<file path="src/rtl/mcss_pkg.sv">
// Shared types and constants of the multi-channel step sequencer.
`default_nettype none

package mcss_pkg;

  localparam int CHANNELS = 3;
  localparam int STEPS    = 16;  // power of two: step index is the low address bits
  localparam int CH_W     = 2;
  localparam int POS_W    = $clog2(STEPS);
  localparam int DEPTH    = CHANNELS * STEPS;
  localparam int ADDR_W   = $clog2(DEPTH);
  localparam int DATA_W   = 8;
  localparam int LEN_W    = 5;

  localparam logic [LEN_W-1:0] LEN_RESET = LEN_W'(STEPS);

  // Operation codes; unused codes act as read only
  localparam logic [2:0] OP_TICK     = 3'd0;
  localparam logic [2:0] OP_REWIND   = 3'd1;
  localparam logic [2:0] OP_WR_GATE  = 3'd2;
  localparam logic [2:0] OP_WR_CV    = 3'd3;
  localparam logic [2:0] OP_READ     = 3'd4;

  typedef struct packed {
    logic [2:0]        op;
    logic [CH_W-1:0]   channel;
    logic              direction;
    logic [DATA_W-1:0] value;
  } in_item_t;

  typedef struct packed {
    logic [DATA_W-1:0] gate;
    logic [DATA_W-1:0] cv;
    logic [POS_W-1:0]  position;
    logic              channel_valid;
  } out_item_t;

  // Write request into the pattern memories
  typedef struct packed {
    logic              gate_en;
    logic              cv_en;
    logic [ADDR_W-1:0] addr;
    logic [DATA_W-1:0] data;
  } mem_wr_t;

  // Read request into the pattern memories
  typedef struct packed {
    logic              en;
    logic [ADDR_W-1:0] addr;
  } mem_rd_t;

endpackage

`default_nettype wire

</file>
<file path="src/rtl/mcss_step_mem.sv">
// Gate and cv pattern memories with per-entry valid bits for reset values.
`default_nettype none

module mcss_step_mem (
  input  wire                         clk,
  input  wire                         rst_n,
  input  mcss_pkg::mem_wr_t           wr,
  input  mcss_pkg::mem_rd_t           rd,
  output logic [mcss_pkg::DATA_W-1:0] rd_gate,
  output logic [mcss_pkg::DATA_W-1:0] rd_cv
);
  import mcss_pkg::*;

  logic [DATA_W-1:0] gate_mem [DEPTH];
  logic [DATA_W-1:0] cv_mem   [DEPTH];
  logic [DEPTH-1:0]  gate_vld_r;
  logic [DEPTH-1:0]  cv_vld_r;

  logic [DATA_W-1:0] rd_gate_raw_r;
  logic [DATA_W-1:0] rd_cv_raw_r;
  logic              rd_gate_vld_r;
  logic              rd_cv_vld_r;
  logic              rd_step0_r;

  // Memory arrays: one write, one registered read
  always_ff @(posedge clk) begin
    if (wr.gate_en) begin
      gate_mem[wr.addr] <= wr.data;
    end
    if (wr.cv_en) begin
      cv_mem[wr.addr] <= wr.data;
    end
    if (rd.en) begin
      rd_gate_raw_r <= gate_mem[rd.addr];
      rd_cv_raw_r   <= cv_mem[rd.addr];
      rd_gate_vld_r <= gate_vld_r[rd.addr];
      rd_cv_vld_r   <= cv_vld_r[rd.addr];
      rd_step0_r    <= (rd.addr[POS_W-1:0] == '0);
    end
  end

  // Written-since-reset flags
  always_ff @(posedge clk) begin
    if (!rst_n) begin
      gate_vld_r <= '0;
      cv_vld_r   <= '0;
    end else begin
      if (wr.gate_en) begin
        gate_vld_r[wr.addr] <= 1'b1;
      end
      if (wr.cv_en) begin
        cv_vld_r[wr.addr] <= 1'b1;
      end
    end
  end

  // Unwritten entries read as their reset value: gate is 1 at step 0
  assign rd_gate = rd_gate_vld_r ? rd_gate_raw_r : DATA_W'(rd_step0_r);
  assign rd_cv   = rd_cv_vld_r   ? rd_cv_raw_r   : '0;

endmodule

`default_nettype wire

</file>
<file path="src/rtl/multi_channel_step_sequencer.sv">
// Top level of the three-channel step sequencer.
//
// Input channel (in_valid / in_stall / in_item): one item names a channel and
// an operation (tick, rewind, write gate, write cv, read). Every item yields
// exactly one result on the output channel (out_valid / out_stall / out_item)
// with the gate, cv and position of that channel after the operation; a
// channel number out of range yields zeros with channel_valid clear.
// The position update and any memory write happen at acceptance, the
// pattern memories are read in S_READ and the output register loads in
// S_LOAD once it is free. One item is in work at a time, while a finished
// result may wait in the output register.
// A stalled result holds out_item; the block then holds a following item in
// its last stage and raises in_stall until the output register frees up.
// cfg_data writes pattern_length (always ready); write it only while idle.
// Reset: positions go to 0, pattern_length to 16, all cv entries read 0 and
// all gate entries read 0 except step 0 of each channel, which reads 1.
`default_nettype none

module multi_channel_step_sequencer (
  input  wire                        clk,
  input  wire                        rst_n,
  input  wire                        in_valid,
  output logic                       in_stall,
  input  mcss_pkg::in_item_t         in_item,
  output logic                       out_valid,
  input  wire                        out_stall,
  output mcss_pkg::out_item_t        out_item,
  input  wire                        cfg_valid,
  output logic                       cfg_ready,
  input  wire [mcss_pkg::LEN_W-1:0]  cfg_data
);
  import mcss_pkg::*;

  typedef enum logic [1:0] {S_IDLE, S_READ, S_LOAD} state_t;

  state_t            state_r, state_nxt;
  logic [LEN_W-1:0]  len_r, len_nxt;
  logic [POS_W-1:0]  pos_r [CHANNELS];
  logic [ADDR_W-1:0] addr_r, addr_nxt;
  logic [POS_W-1:0]  opos_r, opos_nxt;
  logic              chv_r, chv_nxt;
  logic              out_valid_r, out_valid_nxt;
  out_item_t         out_item_r, out_item_nxt;

  logic              in_acc;
  logic              ch_ok;
  logic [CH_W-1:0]   ch_idx;
  logic [POS_W-1:0]  len_m1;
  logic [POS_W-1:0]  pos_cur;
  logic [POS_W-1:0]  pos_new;
  logic              out_free;
  mem_wr_t           mem_wr;
  mem_rd_t           mem_rd;
  logic [DATA_W-1:0] rd_gate;
  logic [DATA_W-1:0] rd_cv;

  assign in_acc    = in_valid && !in_stall;
  assign in_stall  = (state_r != S_IDLE);
  assign cfg_ready = 1'b1;
  assign out_free  = !out_valid_r || !out_stall;

  // Channel select; an invalid channel touches nothing
  assign ch_ok   = (int'(in_item.channel) < CHANNELS);
  assign ch_idx  = ch_ok ? in_item.channel : '0;
  assign pos_cur = pos_r[ch_idx];

  // Effective length minus one, clamped to 1..STEPS
  always_comb begin
    if (len_r == '0) begin
      len_m1 = '0;
    end else if (int'(len_r) > STEPS) begin
      len_m1 = POS_W'(STEPS - 1);
    end else begin
      len_m1 = POS_W'(len_r - 1'b1);
    end
  end

  // Next position
  always_comb begin
    pos_new = pos_cur;
    case (in_item.op)
      OP_TICK: begin
        if (in_item.direction) begin
          pos_new = (pos_cur == '0) ? len_m1 : pos_cur - 1'b1;
        end else begin
          pos_new = (pos_cur >= len_m1) ? '0 : pos_cur + 1'b1;
        end
      end
      OP_REWIND: pos_new = '0;
      default:   pos_new = pos_cur;
    endcase
  end

  // Memory write at the current step on acceptance
  always_comb begin
    mem_wr.gate_en = in_acc && ch_ok && (in_item.op == OP_WR_GATE);
    mem_wr.cv_en   = in_acc && ch_ok && (in_item.op == OP_WR_CV);
    mem_wr.addr    = ADDR_W'(ch_idx * STEPS) + ADDR_W'(pos_cur);
    mem_wr.data    = in_item.value;
  end

  // Read in S_READ, the cycle after the write, so no forwarding is needed
  assign mem_rd.en   = (state_r == S_READ);
  assign mem_rd.addr = addr_r;

  mcss_step_mem u_mem (
    .clk     (clk),
    .rst_n   (rst_n),
    .wr      (mem_wr),
    .rd      (mem_rd),
    .rd_gate (rd_gate),
    .rd_cv   (rd_cv)
  );

  // Sequencer control and output register
  always_comb begin
    state_nxt     = state_r;
    len_nxt       = len_r;
    addr_nxt      = addr_r;
    opos_nxt      = opos_r;
    chv_nxt       = chv_r;
    out_item_nxt  = out_item_r;
    out_valid_nxt = out_valid_r && out_stall;

    if (cfg_valid && cfg_ready) begin
      len_nxt = cfg_data;
    end

    case (state_r)
      S_IDLE: begin
        if (in_acc) begin
          addr_nxt  = ADDR_W'(ch_idx * STEPS) + ADDR_W'(pos_new);
          opos_nxt  = pos_new;
          chv_nxt   = ch_ok;
          state_nxt = S_READ;
        end
      end
      S_READ: state_nxt = S_LOAD;
      S_LOAD: begin
        if (out_free) begin
          out_valid_nxt = 1'b1;
          if (chv_r) begin
            out_item_nxt.gate          = rd_gate;
            out_item_nxt.cv            = rd_cv;
            out_item_nxt.position      = opos_r;
            out_item_nxt.channel_valid = 1'b1;
          end else begin
            out_item_nxt = '0;
          end
          state_nxt = S_IDLE;
        end
      end
      default: state_nxt = S_IDLE;
    endcase
  end

  always_ff @(posedge clk) begin
    if (!rst_n) begin
      state_r     <= S_IDLE;
      len_r       <= LEN_RESET;
      out_valid_r <= 1'b0;
      for (int i = 0; i < CHANNELS; i++) begin
        pos_r[i] <= '0;
      end
    end else begin
      state_r     <= state_nxt;
      len_r       <= len_nxt;
      out_valid_r <= out_valid_nxt;
      if (in_acc && ch_ok) begin
        pos_r[ch_idx] <= pos_new;
      end
    end
    addr_r     <= addr_nxt;
    opos_r     <= opos_nxt;
    chv_r      <= chv_nxt;
    out_item_r <= out_item_nxt;
  end

  assign out_valid = out_valid_r;
  assign out_item  = out_item_r;

endmodule

`default_nettype wire

</file>
<file path="config.mk">
export PLATFORM = sky130hd
export DESIGN_NAME = multi_channel_step_sequencer
export DESIGN_NICKNAME = d
export VERILOG_FILES = /design/src/rtl/mcss_pkg.sv /design/src/rtl/mcss_step_mem.sv /design/src/rtl/multi_channel_step_sequencer.sv
export SDC_FILE = /design/constraint.sdc
export NUM_CORES = 1
export LEC_CHECK = 0
export BUFFER_PORTS_ARGS = -buffer_cell sky130_fd_sc_hd__buf_2
export CELL_PAD_IN_SITES_DETAIL_PLACEMENT = 1
export CELL_PAD_IN_SITES_GLOBAL_PLACEMENT = 1
export CORE_MARGIN = 4
export CORE_UTILIZATION = 60
export CTS_BUF_LIST = sky130_fd_sc_hd__clkbuf_16
export CTS_CLUSTER_SIZE = 20
export DETAILED_ROUTE_END_ITERATION = 16
export PLACE_DENSITY = 0.93
export SYNTH_ARGS = -nofsm -noshare
export SYNTH_HDL_FRONTEND = slang
export SYNTH_SLANG_ARGS = --single-unit
export TNS_END_PERCENT = 100
</file>
<file path="constraint.sdc">
create_clock -name clk -period 6.9 [get_ports clk]
set_input_delay 0.69 -clock clk [delete_from_list [all_inputs] [get_ports clk]]
set_output_delay 0.69 -clock clk [all_outputs]
set_load 0.01 [all_outputs]
</file>
After elaboration in Yosys (flattened, before gate mapping)
Memories as Yosys holds them, arrays and structs flattened. A register that Yosys moved wholly into a read port is not among the register bits.
Cells that the tools add are included.
{"block": "word_totals", "n_memories": 3, "ff_bits": 139, "output_inout_bits": 24, "ram_bits": 780, "inputBits": 24}
{"block": "classes", "n_reduce_logical": 22, "n_addsub": 5, "n_bitwise": 2, "mux": 31, "order_cmp": 6, "eq_ne": 7}
{"name": "u_mem.cv_mem", "words": 48, "width": 8, "read_ports": 1, "rd_ports_with_merged_regs": 1, "wr": 1, "line_no": "mcss_step_mem.sv:15", "text": "logic [DATA_W-1:0] cv_mem [DEPTH];"}
{"name": "u_mem.gate_mem", "words": 48, "width": 8, "read_ports": 1, "rd_ports_with_merged_regs": 1, "wr": 1, "line_no": "mcss_step_mem.sv:14", "text": "logic [DATA_W-1:0] gate_mem [DEPTH];"}
{"name": "pos_r", "words": 3, "width": 4, "read_ports": 1, "rd_ports_with_merged_regs": 0, "wr": 3, "line_no": "multi_channel_step_sequencer.sv:38", "text": "logic [POS_W-1:0] pos_r [CHANNELS];"}
{"op": "48-bit OR", "count": 2}
{"op": "4-bit two-way mux", "count": 6}
{"op": "1-bit two-way mux", "count": 16}
{"op": "6-bit by 7-bit < comparator with 1-bit output (second input constant)", "count": 2}
{"op": "6-bit by 4-bit adder with 6-bit output", "count": 2}
{"op": "1-bit binary-select mux with 6-bit select", "count": 2}
{"op": "2-bit AND reduction", "count": 5}
{"op": "4-bit logical NOT", "count": 2}
{"op": "2-bit two-way mux", "count": 4}
{"op": "4-bit case mux with 2 select lines", "count": 1}
{"op": "4-bit by 1-bit subtractor with 4-bit output (second input constant)", "count": 2}
{"op": "1-bit demux with 6-bit select", "count": 1}
{"op": "3-bit by 2-bit == test with 1-bit output (second input constant)", "count": 2}
{"op": "6-bit by 1-bit greater-or-equal comparator with 1-bit output (second input constant)", "count": 1}
{"op": "1-bit logical AND", "count": 6}
{"op": "2-bit case mux with 3 select lines", "count": 1}
{"op": "5-bit greater-than comparator (second input constant)", "count": 1}
{"op": "5-bit logical NOT", "count": 1}
{"op": "4-bit by 1-bit adder with 4-bit output (second input constant)", "count": 1}
{"op": "4-bit greater-or-equal comparator", "count": 1}
{"op": "2-bit != test (second input constant)", "count": 2}
{"op": "4-bit OR reduction", "count": 1}
{"op": "3-bit by 1-bit == test with 1-bit output (second input constant)", "count": 1}
{"op": "1-bit logical NOT", "count": 3}
{"op": "7 further kinds", "count": 7}

Logic depth before layout (Yosys ltp)
{"block": "depth", "depth_word": 9, "ltp_mapped": 11, "mapped_depth_nobuf": 10}

By module
Synthesis repeated with hierarchy kept, for this count alone.
{"block": "unflattened", "cells_unflattened": 1939, "area_unflattened_um2": 36677.7}
{"module": "mcss_step_mem", "area_per_inst_um2": 34075.2, "cells_each": 1725, "seq_area_each_um2": 25554.5, "instances": 1}
{"module": "multi_channel_step_sequencer", "area_per_inst_um2": 2602.5, "cells_each": 214, "seq_area_each_um2": 1481.4, "instances": 1}

Least setup slack after synthesis
No wires, ideal clock.
{"block": "synth_path", "path_type": "in2reg", "from": "in in_item[10] (netlist name)", "to": "mem pos_r[0][2] (netlist name), data pin", "path_buffers": 3, "path_stages": 11, "arrival_ns": 3.067, "path_slack_ns": 3.687, "setup_ns": 0.146, "cell_sequence": "inv_1 -> ha_1 -> buf_6 -> mux4_2 -> buf_6 -> buf_2 -> ha_1 -> a211oi_1 -> o21ai_0 -> o32a_1 -> a21oi_1"}
{"item": "start: declaration", "line_no": "multi_channel_step_sequencer.sv:24", "text": "input mcss_pkg::in_item_t in_item,"}
{"item": "end: declaration", "line_no": "multi_channel_step_sequencer.sv:38"}

Final worst setup path
{"block": "layout_path", "from": "in in_item[10] (netlist name)", "to": "mem u_mem.cv_mem[45][4] (enable)"}
{"item": "2-bit < comparator (*)", "line_no": "multi_channel_step_sequencer.sv:63", "text": "assign ch_ok = (int'(in_item.channel) < CHANNELS);"}
{"item": "2-bit two-way mux (*)", "line_no": "multi_channel_step_sequencer.sv:64", "text": "assign ch_idx = ch_ok ? in_item.channel : '0;"}
{"item": "net ch_idx[0]", "line_no": "multi_channel_step_sequencer.sv:47", "text": "logic [CH_W-1:0] ch_idx;"}
{"item": "memory 3 x 4 bit"}
{"item": "6-bit by 4-bit adder with 6-bit output (*)", "line_no": "multi_channel_step_sequencer.sv:98", "text": "mem_wr.addr = ADDR_W'(ch_idx * STEPS) + ADDR_W'(pos_cur);"}
{"item": "end: declaration", "line_no": "mcss_step_mem.sv:15"}
Mark *: on every way through the listed nets, which the timed path passes. The rest lies on a longest branch.

==> results.py <==
metrics = {
    "place": {
        "globalplace.congestion": 0.842,
        "dpl.hpwl_um": 55400,
        "port_buffers": 46,
    },
    "clock_network": {
        "htreeDepth": 3,
        "holdBufCountCts": 0,
        "numCtsBuffers": 89,
        "postCtsSetupBuffers": 0,
        "ctsRootBufferMaster": "clkbuf_16",
        "path_clk_slew_ns": 0.06,
        "clk_path_buf_depth": 3,
        "cts.sinks": 935,
        "cts_tree": "done",
        "cts.repair.resized": 0,
        "worstSkewPairLatency_ns": 0.64,
    },
    "grt": {
        "grt_max_degree": 147,
        "antenna_found_initial": 3,
        "use_met1": 0.458,
        "grt-ovfl-total": 0,
        "grt-busiest-layer": "met2",
        "grt_util_met3": 0.0702,
        "grt_use_total": 0.331,
        "grt_first_pass_wirelength_um": 151000,
        "grt_pass1_vias": 20233,
        "gr-usage-met2": 0.524,
    },
    "timing": {
        "drv_slew": 0,
        "hold_viol_final": 0,
        "hold_slack_ns": 0.286,
        "fin_skew_ns": 0.0277,
        "max_slew_margin": 0.134,
        "fin_crit_sh": 0.568,
        "fmax_mhz": 255,
        "fin_setup_tns_ns": 0,
        "worst_slew_pin_slew_ns": 1.30,
        "rsz0062_at_grt": "false",
        "min_period_ns": 3.92,
        "setup_viol": 0,
    },
    "floorplan": {
        "rows": 89,
        "die-area_um2": 63900,
        "coreArea_um2": 59100,
        "die_w_um": 253,
        "die_h_um": 253,
        "io_pins": 48,
        "initial_core_util": 0.608,
    },
    "critical_path": {
        "path_class": "in -> reg",
        "arrival_ns": 4.17,
        "rr_worst_depth": 5,
        "end_kind": "flip-flop",
        "crit_path_start_kind": "input port",
        "critPathMaxFanout": 12,
        "worstPathRequired_ns": 7.15,
    },
    "logic_synthesis": {
        "synth_area_um2": 36000,
        "syn_inst": 1780,
        "yosys_warnings": 0,
        "synth_top_flop_cell": "edfxtp_1",
        "syn_area_per_cell_um2": 20.2,
        "synth_edf_count": 831,
        "ys_seq_elements": 935,
        "syn_nets": 1816,
        "async_flop_share": 0,
        "synth_cell_type_count": 47,
        "seq_area_frac_synth": 0.752,
    },
    "drt": {
        "postRouteAntennaNets": 0,
        "drt_iter0_markers": 2972,
        "vias": 19741,
        "drt-pass1-iter-count": 6,
        "wl_per_cell_um": 38.6,
        "drt-vias-per-instance": 7.38,
        "drc": 0,
        "wirelength_um": 103000,
    },
    "layout": {
        "layout_common_cells": "edfxtp_1, mux4_2, nor2_1",
        "final_nets": 1866,
        "utilization": 0.672,
        "drive_above_1_share": 0.233,
        "final_common_cell": "edfxtp_1",
        "n_antenna_cell": 0,
        "area_growth_syn_to_layout_pct": 10.6,
    },
    "pwr": {
        "ir_worst_vdd_mv": 0.218,
        "p_per_area_nw_per_um2": 305,
        "p_leak_nw": 12.7,
    },
    "worst_hold_path": {
        "worst_hold_path_type": "in -> reg",
        "hold_depth": 3,
    },
    "job": {
        "maxCapViolCount": 0,
    },
    "run_status": {
        "status": "complete, no violations",
    },
}
sequential cells by signal, summed over array words and instances (netlist names):
register and count:
addr_r 6, u_mem.cv_vld_r 48, pos_r 16, u_mem.rd_cv_vld_r 1
u_mem.gate_vld_r 48, u_mem.rd_gate_vld_r 1, u_mem.rd_cv_raw_r 8, u_mem.rd_step0_r 1
chv_r 1, out_valid 1, out_item 21, u_mem.cv_mem 384
u_mem.gate_mem 384, len_r 5, u_mem.rd_gate_raw_r 8, state_r 2
layer usage:
| metal | up-vias | wire length [µm] | share of wire |
|---|---|---|---|
| met2 | 1648 | 49700 | 0.48 |
| met4 | 2 | 5520 | 0.054 |
| met3 | 339 | 11000 | 0.11 |
| met1 | 10329 | 36900 | 0.36 |
| li1 | 7423 | - | - |
| met5 | - | 13 | 0.00013 |
cell families after synthesis:
logic type,share of synthesized area
other,0.000104
and+or+nand+nor,0.0357
AOI/OAI and AO/OA,0.0406
buffers and inverters,0.0151
adders and majority gates,0.00445
DFF,0.752
muxes,0.152
xor gates and xnor gates,0.000244
power breakdown:
group	switching, W	internal (W)	leakage (nW)	total (W)
sequential	0.0000269	0.00619	8.34	0.00621
clock	0.00222	0.00283	1.48	0.00505
combinational	0.000554	0.000313	2.87	0.000867
total	0.00280	0.00933	12.7	0.0121
synth_stat cells, types with 2 or more instances:
master / count / area share
a21boi_0: 2 / 0.00042
a21oi_1: 11 / 0.0015
and2_1: 8 / 0.0014
and3_1: 20 / 0.0035
and3b_1: 2 / 0.00049
buf_1: 17 / 0.0018
buf_2: 31 / 0.0043
buf_4: 12 / 0.0025
buf_6: 3 / 0.00094
clkbuf_1: 38 / 0.0040
clkbuf_2: 2 / 0.00028
dfxtp_1: 104 / 0.058
edfxtp_1: 831 / 0.69
ha_1: 12 / 0.0042
inv_1: 13 / 0.0014
mux2i_1: 8 / 0.0022
mux4_2: 239 / 0.15
nand2_1: 37 / 0.0039
nand2b_1: 8 / 0.0014
nand3_1: 12 / 0.0017
nand3b_1: 10 / 0.0021
nor2_1: 110 / 0.011
nor2b_1: 10 / 0.0017
nor3_1: 6 / 0.00084
nor4_4: 2 / 0.0012
o211ai_1: 3 / 0.00063
o21a_1: 97 / 0.020
o21ai_0: 22 / 0.0031
o22ai_1: 68 / 0.012
or2_2: 4 / 0.00070
or3_1: 3 / 0.00052
or3b_2: 2 / 0.00049
or4_1: 19 / 0.0040
stage by stage:
stage / setup WS (ns) / area, µm² / power [W] / instances
after global routing: 2.94 / 39800 / 0.0124 / 2675
after global placement: 2.89 / 36800 / 0.00711 / 2512
final: 2.98 / 39800 / 0.0121 / 2675
after floorplan: 3.69 / 36000 / 0.00684 / 1780
after CTS: 3.08 / 39800 / 0.0121 / 2675
after detailed placement: 2.50 / 36800 / 0.00716 / 2512
critical path: stages:
cell and delay [ns]:
buf_2 0.13, inv_1 0.09, ha_1 0.50, mux4_2 0.70, nor2b_1 0.31, nand2_1 0.73
nor2_1 1.01
layout make-up:
type / instances / area [µm²]
sequential: 935 / 27000
fill: 4599 / 19400
multi-input combinational: 729 / 8390
clock buffer: 90 / 2250
tap: 773 / 967
clock inverter: 73 / 662
timing repair buffer: 62 / 408
inverter: 13 / 48.8
worst paths after layout:
kind / start / endpoint / slack, ns
setup / recovery: in_item[10] / u_mem.cv_mem[45][4] / 2.98
hold / removal: cfg_data[4] / len_r[4] / 0.29
setup reg to reg: addr_r[1] / u_mem.rd_gate_raw_r[4] / 3.10
hold reg to reg: u_mem.gate_vld_r[28] / u_mem.gate_vld_r[28] / 0.47
Note: power is estimated with default switching activity, not from simulation.
